**config.mk**
```make
export PLATFORM = sky130hd
export DESIGN_NAME = flc_sum_tree
export DESIGN_NICKNAME = d
export VERILOG_FILES = /design/src/rtl/flc_sum_tree.sv
export SDC_FILE = /design/constraint.sdc
export NUM_CORES = 2
export LEC_CHECK = 0
export BUFFER_PORTS_ARGS = -buffer_cell sky130_fd_sc_hd__buf_2
export CAP_MARGIN = 10
export CELL_PAD_IN_SITES_DETAIL_PLACEMENT = 0
export CELL_PAD_IN_SITES_GLOBAL_PLACEMENT = 1
export CORE_AREA = 2 2 415 417
export CTS_BUF_LIST = sky130_fd_sc_hd__clkbuf_4
export CTS_CLUSTER_DIAMETER = 120
export DETAILED_ROUTE_END_ITERATION = 6
export DIE_AREA = 0 0 417 419
export MAX_ROUTING_LAYER = met4
export PLACE_DENSITY_LB_ADDON = 0.1
export RECOVER_POWER = 50
export SKIP_LAST_GASP = 1
export SLEW_MARGIN = 10
export SYNTH_ARGS = -nofsm -noshare
export SYNTH_HDL_FRONTEND = slang
export SYNTH_SLANG_ARGS = --single-unit
```
**constraint.sdc**
```tcl
create_clock -name i_clk -period 5.3 [get_ports i_clk]
set_clock_uncertainty 0.1 [all_clocks]
set_input_delay 0.265 -clock i_clk [delete_from_list [all_inputs] [get_ports i_clk]]
set_output_delay 0.265 -clock i_clk [all_outputs]
set_load 0.005 [all_outputs]
```
**src/rtl/flc_sum_tree.sv**
```systemverilog
// ----------------------------------------------------------------------------
// flc_sum_tree
// Registered binary adder tree over the cell products, each level registered.
// ----------------------------------------------------------------------------
`default_nettype none

module flc_sum_tree #(
    parameter int N_LEAF = 32,  // power of two, at least 2
    parameter int IN_W   = 32,
    parameter int OUT_W  = 37   // wider than IN_W
) (
    input  wire                      i_clk,
    input  wire                      i_en,
    input  wire  signed [IN_W-1:0]   i_leaf [N_LEAF],
    output logic signed [OUT_W-1:0]  o_sum
);

    // heap order: node i sums nodes 2i and 2i+1, leaves sit at N_LEAF..2*N_LEAF-1
    logic signed [OUT_W-1:0] r_node [1:N_LEAF-1];

    always_ff @(posedge i_clk) begin
        if (i_en) begin
            for (int i = 1; i < N_LEAF; i++) begin
                if (2 * i >= N_LEAF) begin
                    r_node[i] <= OUT_W'(i_leaf[2*i-N_LEAF]) + OUT_W'(i_leaf[2*i+1-N_LEAF]);
                end else begin
                    r_node[i] <= r_node[2*i] + r_node[2*i+1];
                end
            end
        end
    end

    assign o_sum = r_node[1];

endmodule

`default_nettype wire

```
After elaboration in Yosys (flattened, before gate mapping)
Memory sizes are Yosys's and may differ from the RTL's.
Cells that the tools add are included.
{"block": "word_totals", "ram_bits": 1147, "input_bits": 1026, "mem_count": 1, "rom_bits": 0, "latchBits": 0, "reg_bits": 0, "output_inout_bits": 37, "wordCells": 34}
{"name": "r_node", "words": 31, "word_bits": 37, "read_ports": 31, "rd_clocked_by_memory_dff": 0, "write_ports": 31, "line": "19", "rtl": "logic signed [OUT_W-1:0] r_node [1:N_LEAF-1];"}
{"block": "classes", "n_addsub": 31, "n_eq_ne": 0, "reduce_logical": 0, "n_lt_le_gt_ge": 0, "multipliers": 0, "mux": 2, "n_shift": 0, "n_bitwise": 0, "div": 0}
{"cell": "37-bit adder", "n": 15}
{"cell": "32-bit by 32-bit adder with 33-bit output", "n": 16}
{"cell": "1-bit 2-to-1 mux", "n": 2}

Logic depth before layout (Yosys ltp)
{"block": "logic_depth", "ltp_word": 2, "ltp_mapped": 13, "mapped_depth_nobuf": 13}

Worst setup path after synthesis
Ideal clock, no wire load.
{"block": "synth_timing", "path_kind": "reg2reg", "from": "memory r_node[11][0]", "to": "memory r_node[5][34], data pin", "setup_ns": 0.260, "arrival_ns": 3.085, "path_buffers": 0, "required_time_ns": 4.940, "period_less_slack_ns": 3.445, "stages_incl_launch_ff": 14, "slack_ns": 1.855, "path_cell_list": "edfxtp_1 > ha_1 > fa_1 > a21o_1 > a21oi_2 > o211ai_1 > a31oi_2 > o21ai_1 > a31oi_2 > nor2_1 > or4b_1 > a31o_2 > a21oi_2 > xnor2_1"}
{"element": "from (decl)", "line": "19"}

==> results.md <==
Cells and area:
- The largest registers in the layout are r_node (1083).
- The filler-free cell count of the finished design is 13.86k.
- The signed area change from the synthesized netlist to the final layout is 41.65%.
- The number of flip-flops under the largest register name is 1083.
- The share of post-route cells with drive strength above 1 is 13.94%.
- At the end of the flow the core is filled with cells to 67.67%.
- More flip-flops sit in one register than any other, and that register is r_node.
- The final layout net count is 13.49k.

Setup path:
- Along the worst path, the maximum fanout reaches 4.
- STA classifies the critical path endpoint as a register.
- The start-to-end type of the worst setup path is in2reg.
- The worst setup path is launched from an input pin.
- The critical path arrival is 6080 ps.
- The required time reported for the critical path endpoint is 6220 ps.

Place:
- Routability-driven placement finished with a final weighted congestion of 0.9706.
- The count of input and output buffers is 1062.
- Detailed placement finished with a half-perimeter wire length of 189000 um.
- Including well taps, the total number of placed cells is 11.09k.

Floorplan:
- The die outline height is 419 um.
- For this design the top-level I/O count stands at 1063.
- Measured along the x axis, the die boundary spans 417 um.
- The area of the core is 170600 um^2.
- In this run the core area contains 152 standard-cell rows.
- The die covers 174700 um^2.
- The initial utilization of the core area, before any placement, comes to 47.77%.

Route:
- The final layout contains routed wiring with a total length of 266100 um.
- The detail-routed via count per cell is 5.521.
- The total number of vias is 76.50k.
- The pre-antenna-repair detailed-routing pass consisted of 6 iterations.
- After detailed routing, the average wire length per cell comes to 19.20 um.
- The number of design rule violations left after detail routing is 0.
- After the first detailed-routing iteration, the DRC count stood at 4018.
- The detail route stage leaves a number of antenna-violating nets equal to 0.

Global route:
- The first global-routing pass estimated 415200 um of wire.
- The total grt overflow is 0.
- The number of global-route vias before repair is 79.79k.
- Entering global routing, the biggest net connects 184 pins.
- The total routing usage reported by global routing is 30.57%.
- The number of antenna violations at the first check in global routing was 16.

STA:
- The total negative setup slack is 0 ps.
- The post-route fraction of the period consumed by the critical path is 97.53%.
- Timing would allow up to 0.1935 GHz.
- Setup repair after global routing left no endpoint under its margin.
- The count of pins over their slew limit is 435.
- Hold is met by 97.52 ps.
- Setup violations remaining at the end of the flow were counted as 0.
- Measured against its own limit, the worst slew margin works out to -104.3%.
- The actual slew at the worst max-slew pin is 3064 ps.
- The final count of hold timing violations is 0.
- The minimum clock period is 5169 ps.

Logic synthesis:
- In the synthesized netlist the async set-or-reset flop fraction comes to 0%.
- The dominant synthesized flop cell is edfxtp_1.
- The total of warnings raised by yosys is 0.
- The number of nets handed over by synthesis was 9966.
- After synthesis, the mean cell area works out to 10.34 um^2.
- The gate count after technology mapping is 7881.
- The cell area after synthesis is 81490 um^2.
- The distinct cell type count after synthesis is 91.
- The synthesized design contains 1083 enable-type register cells.
- Sequential cells were found to cover 39.91% of the synthesized design area.
- In this run, synthesis produced a sequential element count of 1083.

Clock network:
- Counting every sink on the clock net gives 1083.
- The master cell of the clock root buffer is clkbuf_4.
- After clock tree synthesis, the clock-pin slew on the worst setup and hold paths is 60 ps.
- The clock buffer count from CTS is 317.
- At the later pin of the worst-skew pair, clock insertion delay measures 1270 ps.
- The H-tree was split into 5 levels.
- The longest clock path from root to sink contains 4 buffers.
- The CTS tree is done.

Power:
- The total power density per cell area is 425.8 nW/um^2.
- The leakage component of the power is 50.43 nW.
- The worst-case vdd ir drop is 0.3308 mV.

Min path:
- The classification of the worst-slack hold path is in2reg.

Run:
- Across the run, the number of max-cap violations was 4.

Status:
- The flow ran to the end, but the final reports show violations.
- The final reports fail on max-capacitance violations, max-slew violations.
[power by group]
part,internal (W),switching [W],total [W]
Clock,0.00402,0.00358,0.00760
Combinational,0.0119,0.0145,0.0264
Sequential,0.0138,0.00135,0.0151
Total,0.0297,0.0194,0.0491
[layout by cell type (no fill, tap or decap), types with 85 or more instances in the layout]
cell              n
nand2_1         399
a21oi_1         889
nor3_1           85
edfxtp_1       1083
a31oi_1          92
nand3_1         133
o21ai_0         490
nor2_1          475
dlygate4sd3_1  2229
o21a_1          119
xor2_1          285
nand2b_1        127
inv_1           251
buf_2          1061
nand4_1          92
a21o_1          596
xnor2_1         621
clkbuf_4        430
o21bai_1        153
nor2b_1         147
ha_1           1028
[per-layer routing]
layer  wire (um)  track usage, %
met5           0               -
met4       14900           16.24
met3       10810           3.733
met2      134000           53.70
met1      106300           33.94
[through the flow]
stage / power [W] / cell area (um^2) / setup slack, ps
final: 0.04915 / 115400 / 130.8
after global routing: 0.05282 / 115400 / 48.65
after CTS: 0.04930 / 115500 / 243.0
after detailed placement: 0.03896 / 89420 / 1043
after global placement: 0.03892 / 89420 / 1072
after floorplan: 0.03174 / 81490 / 1855
[cell families (layout without fill, tap and decap cells)]
family,count (synthesis),after routing,share of synthesized area [%]
AO/OA/AOI/OAI,2827,2827,22.29
AND/OR/NAND/NOR,1661,1661,9.918
flip-flops,1083,1083,39.91
adder cells (fa/ha/maj),1059,1059,16.54
XOR/XNOR,906,906,9.737
buffers and inverters,343,4065,1.580
multiplexers,2,2,0.02610
other,0,20,0
[cell usage after synthesis (14+ instances only)]
library cell	number	area share [%]
edfxtp_1	1083	40
ha_1	1028	16
a21oi_1	891	5.5
xnor2_1	621	6.7
a21o_1	596	5.5
o21ai_0	490	3.0
nor2_1	475	2.2
nand2_1	399	1.8
xor2_1	285	3.1
inv_1	251	1.2
o21bai_1	153	1.4
nor2b_1	147	1.1
nand3_1	133	0.82
nand2b_1	127	0.97
o21a_1	119	1.1
a31oi_1	92	0.71
nand4_1	92	0.71
clkbuf_1	88	0.41
nor3_1	85	0.52
a211oi_1	80	0.74
and3_1	57	0.44
o31ai_1	45	0.41
or3_1	34	0.26
fa_1	31	0.76
o211ai_1	30	0.28
and4_1	27	0.29
a221oi_1	26	0.28
o21ai_1	26	0.16
a311oi_1	23	0.25
a31o_2	22	0.24
and2_1	22	0.17
o31a_1	18	0.19
a21boi_0	17	0.16
a41oi_1	17	0.18
o22ai_1	17	0.13
a221o_1	16	0.20
or2_2	15	0.12
a211o_1	14	0.15
[layout make-up]
type                            instances  area (um^2)
Antenna cell                           20        50.05
Clock buffer                          424         3183
Clock inverter                         89        538.0
Fill cell                           13270        55160
Inverter                              251        942.2
Multi-Input combinational cell       6455        47700
Sequential cell                      1083        32520
Tap cell                             2233         2794
Timing Repair Buffer                 3301        27700
[final timing paths]
check	start	end	slack (ps)	cells past startpoint
setup / recovery	i_leaf[35]	r_node[31][31]$_DFFE_PP_	130	17
hold / removal	i_leaf[134]	r_node[29][6]$_DFFE_PP_	100	4
setup reg to reg	r_node[13][0]$_DFFE_PP_	r_node[6][34]$_DFFE_PP_	1230	13
hold reg to reg	r_node[2][0]$_DFFE_PP_	r_node[1][0]$_DFFE_PP_	440	1
[critical path, stage by stage]
cell,delay [ps]
dlygate4sd3_1,540
buf_2,120
dlygate4sd3_1,560
ha_1,290
dlygate4sd3_1,620
o21ai_0,130
o21ai_0,320
a21oi_2,150
a21oi_1,340
a41oi_1,270
a311oi_1,530
o2111ai_1,300
a21oi_1,200
a211oi_1,70
dlygate4sd3_1,610
xnor2_1,170
dlygate4sd3_1,590
[repair_timing]
action	in CTS	in global routing
buffers inserted	0	0
setup endpoints to repair	0	4
hold endpoints to repair	1577	0
gates resized for setup	0	4
hold buffers	2231	0
No activity file was read; power rests on OpenSTA's default activity.
