<file path="config.mk">
export PLATFORM = sky130hd
export DESIGN_NAME = flc_cell
export DESIGN_NICKNAME = d
export VERILOG_FILES = /design/src/rtl/flc_pkg.sv /design/src/rtl/flc_cell.sv
export SDC_FILE = /design/constraint.sdc
export NUM_CORES = 1
export LEC_CHECK = 0
export CAP_MARGIN = 20
export CORE_MARGIN = 2
export CORE_UTILIZATION = 35
export CTS_CLUSTER_DIAMETER = 40
export DETAILED_ROUTE_END_ITERATION = 7
export DONT_BUFFER_PORTS = 1
export GPL_TIMING_DRIVEN = 0
export PLACE_DENSITY_LB_ADDON = 0.05
export SLEW_MARGIN = 15
export SYNTH_ARGS = -nofsm -noshare
export SYNTH_HDL_FRONTEND = slang
export SYNTH_SLANG_ARGS = --single-unit
</file>
<file path="constraint.sdc">
create_clock -name i_clk -period 17.5 [get_ports i_clk]
set_input_delay 0 -clock i_clk [delete_from_list [all_inputs] [get_ports i_clk]]
set_output_delay 0 -clock i_clk [all_outputs]
set_load 0.05 [all_outputs]
</file>
<file path="src/rtl/flc_pkg.sv">
// ----------------------------------------------------------------------------
// flc_pkg
// Shared types and constants for the full linear convolution block.
// ----------------------------------------------------------------------------
`default_nettype none

package flc_pkg;

    // Result value width, fixed by the output format (Q7.30 scaling, 37 bits).
    localparam int VALUE_W = 37;

    // Input transaction kinds
    localparam logic OP_LOAD   = 1'b0;  // next tap of the set
    localparam logic OP_SAMPLE = 1'b1;  // next sample of the sequence

    // Per-cell control, driven by the top level each cycle.
    typedef struct packed {
        logic shift;    // take the neighbor's sample
        logic clear;    // zero the history sample
        logic tap_we;   // load a new tap into this cell
        logic capture;  // register the product
        logic active;   // cell index is below the tap count
    } t_cell_ctl;

endpackage

`default_nettype wire

</file>
<file path="src/rtl/flc_cell.sv">
// ----------------------------------------------------------------------------
// flc_cell
// One tap cell: holds a tap and a history sample, passes the sample on,
// registers the masked tap*sample product.
// ----------------------------------------------------------------------------
`default_nettype none

module flc_cell #(
    parameter int SAMPLE_WIDTH = 16
) (
    input  wire                               i_clk,
    input  wire                               i_rst_n,
    input  wire  flc_pkg::t_cell_ctl          i_ctl,
    input  wire  signed [SAMPLE_WIDTH-1:0]    i_tap,
    input  wire  signed [SAMPLE_WIDTH-1:0]    i_prev,
    output logic signed [SAMPLE_WIDTH-1:0]    o_hist,
    output logic signed [2*SAMPLE_WIDTH-1:0]  o_prod
);

    logic signed [SAMPLE_WIDTH-1:0]   r_tap;
    logic signed [SAMPLE_WIDTH-1:0]   r_hist;
    logic signed [2*SAMPLE_WIDTH-1:0] r_prod;

    always_ff @(posedge i_clk) begin
        if (!i_rst_n) begin
            r_hist <= '0;
        end else if (i_ctl.clear) begin
            r_hist <= '0;
        end else if (i_ctl.shift) begin
            r_hist <= i_prev;
        end
    end

    // taps and products are payload, no reset
    always_ff @(posedge i_clk) begin
        if (i_ctl.tap_we) begin
            r_tap <= i_tap;
        end
        if (i_ctl.capture) begin
            // signed product, kept out of an unsigned select
            if (i_ctl.active) begin
                r_prod <= r_tap * r_hist;
            end else begin
                r_prod <= '0;
            end
        end
    end

    assign o_hist = r_hist;
    assign o_prod = r_prod;

endmodule

`default_nettype wire

</file>
# Word-level counts from Yosys, hierarchy flattened
# Cells that the tools add are included.
classes:
  multipliers: 1
  bitwise_logic: 1
  reduce_logical: 1
ops:
  columns: ["operator", "count"]
  rows:
  - ["16-bit by 16-bit multiplier with 32-bit output", 1]
  - ["2-bit OR reduction", 1]
  - ["1-bit NOT", 1]
word_totals:
  regBits: 64
  inputBits: 39
  output_inout_bits: 48
  elab_cells: 6

# Logic depth before layout (Yosys ltp)
# Gate-level depths: netlist of the first run.
logic_depth:
  ltp_word: 2
  mapped_depth: 23
  depth_no_buf: 20

# Worst setup path before layout of the first run
# OpenSTA, ideal clock, no wires.
synth_timing:
  kind: "register to register"
  start: "register r_hist[8] (netlist: o_hist[8])"
  end: "register r_prod[22] (netlist: o_prod[22]) (data pin)"
  t_arrival_ps: 5951
  required_time_ps: 17245
  setup_slack_ps: 11294
  path_stages_with_launch: 22
  n_path_buf: 2
  period_less_slack_ps: 6206
  cell_sequence: "dfxtp_1 > clkbuf_1 > clkbuf_1 > nand2_1 > fa_1 > inv_1 > fa_1 > inv_1 > fa_1 > inv_1 > fa_1 > fa_1 > inv_1 > fa_1 > inv_1 > ha_1 > a21o_1 > a211o_1 > o31a_1 > o31a_1 > nor3_1 > and3b_1"
synth_via:
  elab_chain_cells: 1
synth_rtl:
  columns: ["item", "line", "rtl"]
  rows:
  - ["start, declared", "flc_cell.sv:21", "logic signed [SAMPLE_WIDTH-1:0] r_hist;"]
  - ["start signal, assigned", "flc_cell.sv:30", "r_hist <= i_prev;"]
  - ["16-bit by 16-bit multiplier with 32-bit output", "flc_cell.sv:42", "r_prod <= r_tap * r_hist;"]
  - ["end signal, assigned", "flc_cell.sv:42", null]
  - ["end, declared", "flc_cell.sv:22", "logic signed [2*SAMPLE_WIDTH-1:0] r_prod;"]
# Every way passes these cells.
# A chain may end at the register's enable or synchronous reset.

# Worst setup path in the final report of the first run
layout_timing:
  start: "register r_hist[2] (netlist: o_hist[2])"
  end: "register r_prod[29] (netlist: o_prod[29]) (data pin)"
# Same word-level chain as after synthesis.

==> metrics, run 1 <==
period utilisation layout=0.420; Layout Area Growth over Synthesis=10.5%; Setup crit end kind=flop; Avg Cell Area, Syn=9.82 um^2; Clk Latency, worst-skew pair=360 ps; Max Root-Sink Buffers=2; DRT iter0 DRCs=302; Internal=0.000450 W; Placed Cells=1691; status=finished, final reports clean; Lkg Pwr=6.59 nW; synthesis-stage register bit count=64; CTS tree=done; Initial DRT Pass Iterations=5; share of cells above drive strength 1=0.0194; most frequent cell after synthesis=inv_1; DR vias/cell=4.71; I/O Pins=87; final std cells w/o fill=1745; Synth top area share=0.432; Setup violations, final=0; Seq/Total Area, Yosys=0.145; Mapped Cells=1236; Reg area=0.00176 mm^2; syn_nets=1619; min cycle time layout=7350 ps; crit path launch type=flop; H-tree levels=3; VDD IR max=0.0453 mV; Yosys warning count=0; GRT Residual Overflow=0; pin count of the biggest net entering global routing=33; Routed WL=34.0 mm; HPWL Detailed=28.4 mm; vias in the first global route=8993; sw frac=0.439; worst min path class=in2reg; Pwr Total=0.000801 W; sequential power share=0.314; fmax=136 MHz; gr usage total=0.202; fillers=3545; synth cell count leaders=inv_1, fa_1, and2_1, nand2_1, ha_1; Final Hold Vio Count=0; ys async rst share=0; Setup Skew=7.23 ps; EDFF count, synth=48; max_cap viols=0; Core Area=0.0344 mm^2; CTS Root Cell=clkbuf_16; Clk pwr share=0.235; Synth area leaders=fa_1, edfxtp_1, inv_1, ha_1, and2_1; Worst EP required=17620 ps; Die X=190 um; Via Count=8224; cts bufs inserted=9; initial antenna violation count=1; RSZ-0062 raised after global routing=no; pwr dens=59.8 mW/mm^2; Residual DRC=0; most frequently used flop master after synthesis=edfxtp_1; Psw=0.000352 W; Cell Rows=68; clock-pin slew on the worst setup and hold paths=60 ps; Sink Count=64; routed len/inst=19.5 um; first-pass GRT wire length=53.6 mm; Crit Path Max Fanout=10; post-synthesis cell area=0.0121 mm^2; routability cong.=0.845; nets=1668; Die Span Y=190 um; WS Path Type=reg2reg; Slew HR=0.311; Synth cell types=46; diode count=0; post-route setup TNS=0 ps; initial core utilization=0.353; final count of pins violating max slew=0; Comb pwr share=0.451; Routed Antenna Nets=0; Worst EP arrival=7470 ps; post-synth top area cell=fa_1; # resized after CTS=0; die area=0.0362 mm^2; Multi-input gate area=0.00913 mm^2; Slew @ Worst Pin=1030 ps; port bufs=0
## critical path, cell delays in order (launching register included)
cell	delay [ps]
dfxtp_1	980
clkbuf_1	550
nand2_1	200
inv_1	120
fa_1	560
fa_1	880
fa_1	530
fa_1	510
fa_1	490
inv_1	50
fa_1	470
inv_1	40
ha_1	330
a21oi_1	300
o21ai_0	210
a32oi_1	240
a21oi_1	90
a211oi_1	290
xnor2_1	110
and2_1	160
## area by class of cell
| class | count | area share |
|---|---|---|
| clock inverters | 3 | 0.00140 |
| repair buffers | 38 | 0.0291 |
| well taps | 455 | 0.0425 |
| multi-input cells | 839 | 0.681 |
| flip-flops and latches | 64 | 0.131 |
| plain buffers | 47 | 0.0132 |
| inverters | 286 | 0.0801 |
| clock buffers | 13 | 0.0218 |
## layer usage
| layer | routed length, um | vias to the layer above | GRT usage | part of all wire |
|---|---|---|---|---|
| met4 | 722 | 0 | 0.0555 | 0.021 |
| met2 | 18300 | 112 | 0.365 | 0.54 |
| met5 | 0 | - | 0 | 0 |
| li1 | - | 3789 | - | - |
| met1 | 14300 | 4299 | 0.256 | 0.42 |
| met3 | 663 | 24 | 0.0219 | 0.020 |
## power by group through the flow
stage	combinational, W	clock (W)	sequential (W)
5_1_grt	0.000415	0.000202	0.000254
3_3_place_gp	0.000363	0	0.000256
6_report	0.000361	0.000188	0.000252
4_1_cts	0.000375	0.000195	0.000253
3_5_place_dp	0.000362	0	0.000256
2_1_floorplan	0.000260	0	0.000244
## path summary, 6_finish.rpt
path,from,endpoint,slack (ps),depth (start not counted)
setup / recovery,o_hist[2],o_prod[29],10150,19
hold / removal,i_rst_n,o_hist[1],20,3
setup reg to reg,o_hist[2],o_prod[29],10150,19
hold reg to reg,o_hist[5],o_hist[5],870,2
## kinds of logic after synthesis
group	share of synthesized area
AO/OA/AOI/OAI	0.0490
AND/OR/NAND/NOR	0.148
flip-flops	0.145
buffers and inverters	0.103
multiplexers	0.0165
XOR/XNOR	0.0216
adder cells (fa/ha/maj)	0.517
## repair_timing
action                    in CTS  in global routing
buffers inserted               0                  0
hold buffers                  38                  0
hold endpoints to repair      86                  0
## registers in the layout (all words and copies together), names as in the netlist
signal  cells
o_prod     32
o_hist     16
r_tap      16
## metrics by stage
stage | setup WS (ps) | utilization | hold WS [ps] | cell area, um^2
after floorplan | 11290 | - | 98.9 | 12100
after global placement | 9990 | 0.370 | 98.9 | 12700
after detailed placement | 10040 | 0.370 | 98.9 | 12700
after CTS | 10030 | 0.390 | 0.599 | 13400
after global routing | 9670 | 0.390 | 36.7 | 13400
final | 10150 | 0.390 | 15.9 | 13400
## cell usage in the layout, fill, tap and decap left out, types with 19 or more instances in the layout
cell type	n
a21oi_1	24
and2_1	144
clkbuf_1	46
dlygate4sd3_1	37
edfxtp_1	48
fa_1	262
ha_1	82
inv_1	286
mux2i_1	20
nand2_1	135
nor2_1	38
o21ai_0	19
xnor2_1	22
Note: power is estimated with default switching activity, not from simulation.
==> run 2: changes to the inputs <==
Clock period 17.5 ns to 7.5 ns, I/O delays scaled along.
==> run 2 against run 1 <==
Compared with the run above:
- clock skew fell by 1.2 ps
- count of clock-buffer cells in the layout did not move
- sequential cell count did not move
- die area did not move
- highest routed layer unchanged
- combinational power rose by 130%
- global-route usage did not move
- via count barely moved
- design area barely moved
==> metrics, run 2 (same netlist as run 1, synthesis figures left out) <==
routability cong.=0.845 (unchanged); vias in the first global route=8993 (unchanged); Reg2Reg Depth=21 (was 19); Internal=0.00105 W (was 0.000450 W); pin count of the biggest net entering global routing=33 (unchanged); sequential power share=0.315 (was 0.314); nets=1668 (unchanged); Core Area=0.0344 mm^2 (unchanged); Post-CTS Setup Inserts=0 (unchanged); Worst EP arrival=7310 ps (was 7470 ps); HPWL Detailed=28.4 mm (unchanged); final count of pins violating max slew=0 (unchanged); post-route setup TNS=0 ps (unchanged); Sink Count=64 (unchanged); Setup Skew=6.03 ps (was 7.23 ps); CTS Root Cell=clkbuf_16 (unchanged); Crit Path Max Fanout=10 (unchanged); VDD IR max=0.105 mV (was 0.0453 mV); die area=0.0362 mm^2 (unchanged); Worst EP required=7700 ps (was 17620 ps); Lkg Pwr=6.61 nW (was 6.59 nW); Routed WL=34.0 mm (about the same); Min-Delay Endpoint=o_hist[1] (unchanged); reg2reg start=o_hist[8] (was o_hist[2]); Comb pwr share=0.451 (about the same); Clk pwr share=0.234 (was 0.235); Hold Path Origin=i_rst_n (unchanged); Slew @ Worst Pin=933 ps (was 1030 ps); min cycle time layout=7110 ps (was 7350 ps); Die Span Y=190 um (unchanged); status=finished, final reports clean (unchanged); commonest non-fill, non-tap cells in the layout=inv_1, fa_1, and2_1, nand2_1, ha_1 (unchanged); Setup violations, final=0 (unchanged); most common cell after layout, fill and taps aside=inv_1 (unchanged); Die X=190 um (unchanged); first-pass GRT wire length=53.6 mm (unchanged); I/O Pins=87 (unchanged); sw frac=0.438 (was 0.439); clock-pin slew on the worst setup and hold paths=60 ps (about the same); Final Hold Vio Count=0 (unchanged); max_cap viols=0 (unchanged); Slew HR=0.377 (was 0.311); initial antenna violation count=1 (unchanged); RSZ-0062 raised after global routing=no (unchanged); Min-Delay Path Depth=3 (unchanged); WS Path Type=reg2reg (unchanged); pwr dens=139 mW/mm^2 (was 59.8 mW/mm^2); Layout Area Growth over Synthesis=10.6% (was 10.5%); crit path launch type=flop (unchanged); GRT Residual Overflow=0 (unchanged); CTS tree=done (unchanged); gr usage total=0.202 (unchanged); reg-to-reg slack, setup=390 ps (was 10150 ps); Placed Cells=1691 (unchanged); Initial DRT Pass Iterations=4 (was 5); share of cells above drive strength 1=0.0256 (was 0.0194); period utilisation layout=0.948 (was 0.420); fmax=141 MHz (was 136 MHz); Largest register FFs=32 (unchanged); initial core utilization=0.353 (unchanged); Routed Antenna Nets=0 (unchanged); Psw=0.000819 W (was 0.000352 W); H-tree levels=3 (unchanged); DRT iter0 DRCs=331 (was 302); Cell Rows=68 (unchanged); final std cells w/o fill=1746 (was 1745); routed len/inst=19.5 um (about the same); Clk Latency, worst-skew pair=360 ps (about the same); Setup crit end kind=flop (unchanged); worst min path class=in2reg (unchanged); cts bufs inserted=9 (unchanged); DR vias/cell=4.71 (about the same); pre-CTS setup slack=44.9 ps (was 10040 ps); worst reg2reg endpoint=o_prod[30] (was o_prod[29]); Via Count=8222 (was 8224); Max Root-Sink Buffers=2 (unchanged); final worst slack=388 ps (was 10150 ps); port bufs=0 (unchanged); Residual DRC=0 (unchanged)
[run 2: changes by cell type in the layout (fill, tap and decap cells not counted)]
cell and change:
buf_1 +1, clkbuf_1 -5, clkbuf_2 +4, dfxtp_1 -4, dfxtp_2 +4, diode_2 +1
[run 2: critical path, stage by stage, from the launching register on]
cell and delay, ps:
dfxtp_1 630, clkbuf_2 380, clkbuf_1 460, nand2_1 160, fa_1 540, inv_1 50
fa_1 490, inv_1 50, fa_1 520, inv_1 50, fa_1 450, fa_1 510
inv_1 50, fa_1 470, inv_1 40, ha_1 340, a21o_1 230, a211o_1 350
o21ai_0 470, a21oi_2 210, a211oi_2 240, mux2i_1 230
[run 2: worst max path at each step]
stage,from,to,slack (ps)
6_report,o_hist[8],o_prod[30],390
5_1_grt,o_hist[2],o_prod[29],5
4_1_cts,o_hist[2],o_prod[29],30
3_5_place_dp,o_hist[2],o_prod[29],40
3_3_place_gp,o_hist[2],o_prod[29],-10
2_1_floorplan,o_hist[8],o_prod[22],1290
[run 2: cell type report]
cell class              count  area [um^2]
clock inverters             3         18.8
repair buffers             38          390
fillers                  3545        21000
clock buffers              13          293
diodes                      1         2.50
flip-flops and latches     64         1770
well taps                 455          569
plain buffers              47          183
multi-input cells         839         9130
inverters                 286         1070
[run 2: power by group through the flow]
stage	Sequential (W)	Clock, W	Combinational [W]
finish	0.000588	0.000437	0.000844
global placement	0.000596	0	0.000848
global route	0.000592	0.000471	0.000968
CTS	0.000590	0.000456	0.000875
floorplan	0.000570	0	0.000608
detailed placement	0.000597	0	0.000845
[run 2: repair_timing]
action                     in CTS  in global routing
hold buffers                   38                  0
gates resized for setup         0                 13
hold endpoints to repair       86                  0
setup endpoints to repair       0                  8
[run 2: through the flow]
step | utilization | area, um^2 | hold slack, ps | total power (W)
final | 0.391 | 13400 | 16.5 | 0.00187
after global routing | 0.390 | 13400 | 37.0 | 0.00203
after CTS | 0.390 | 13400 | 0.599 | 0.00192
after detailed placement | 0.370 | 12700 | 98.9 | 0.00144
after global placement | 0.370 | 12700 | 98.9 | 0.00144
after floorplan | - | 12100 | 98.9 | 0.00118
[run 2: metal layers]
metal | part of all wire | global-route usage | vias to the layer above | wire length, um
li1 | - | - | 3792 | -
met1 | 0.42 | 0.256 | 4297 | 14300
met2 | 0.54 | 0.365 | 112 | 18200
met3 | 0.022 | 0.0219 | 21 | 764
met4 | 0.021 | 0.0555 | 0 | 707
met5 | 0 | 0 | - | 0
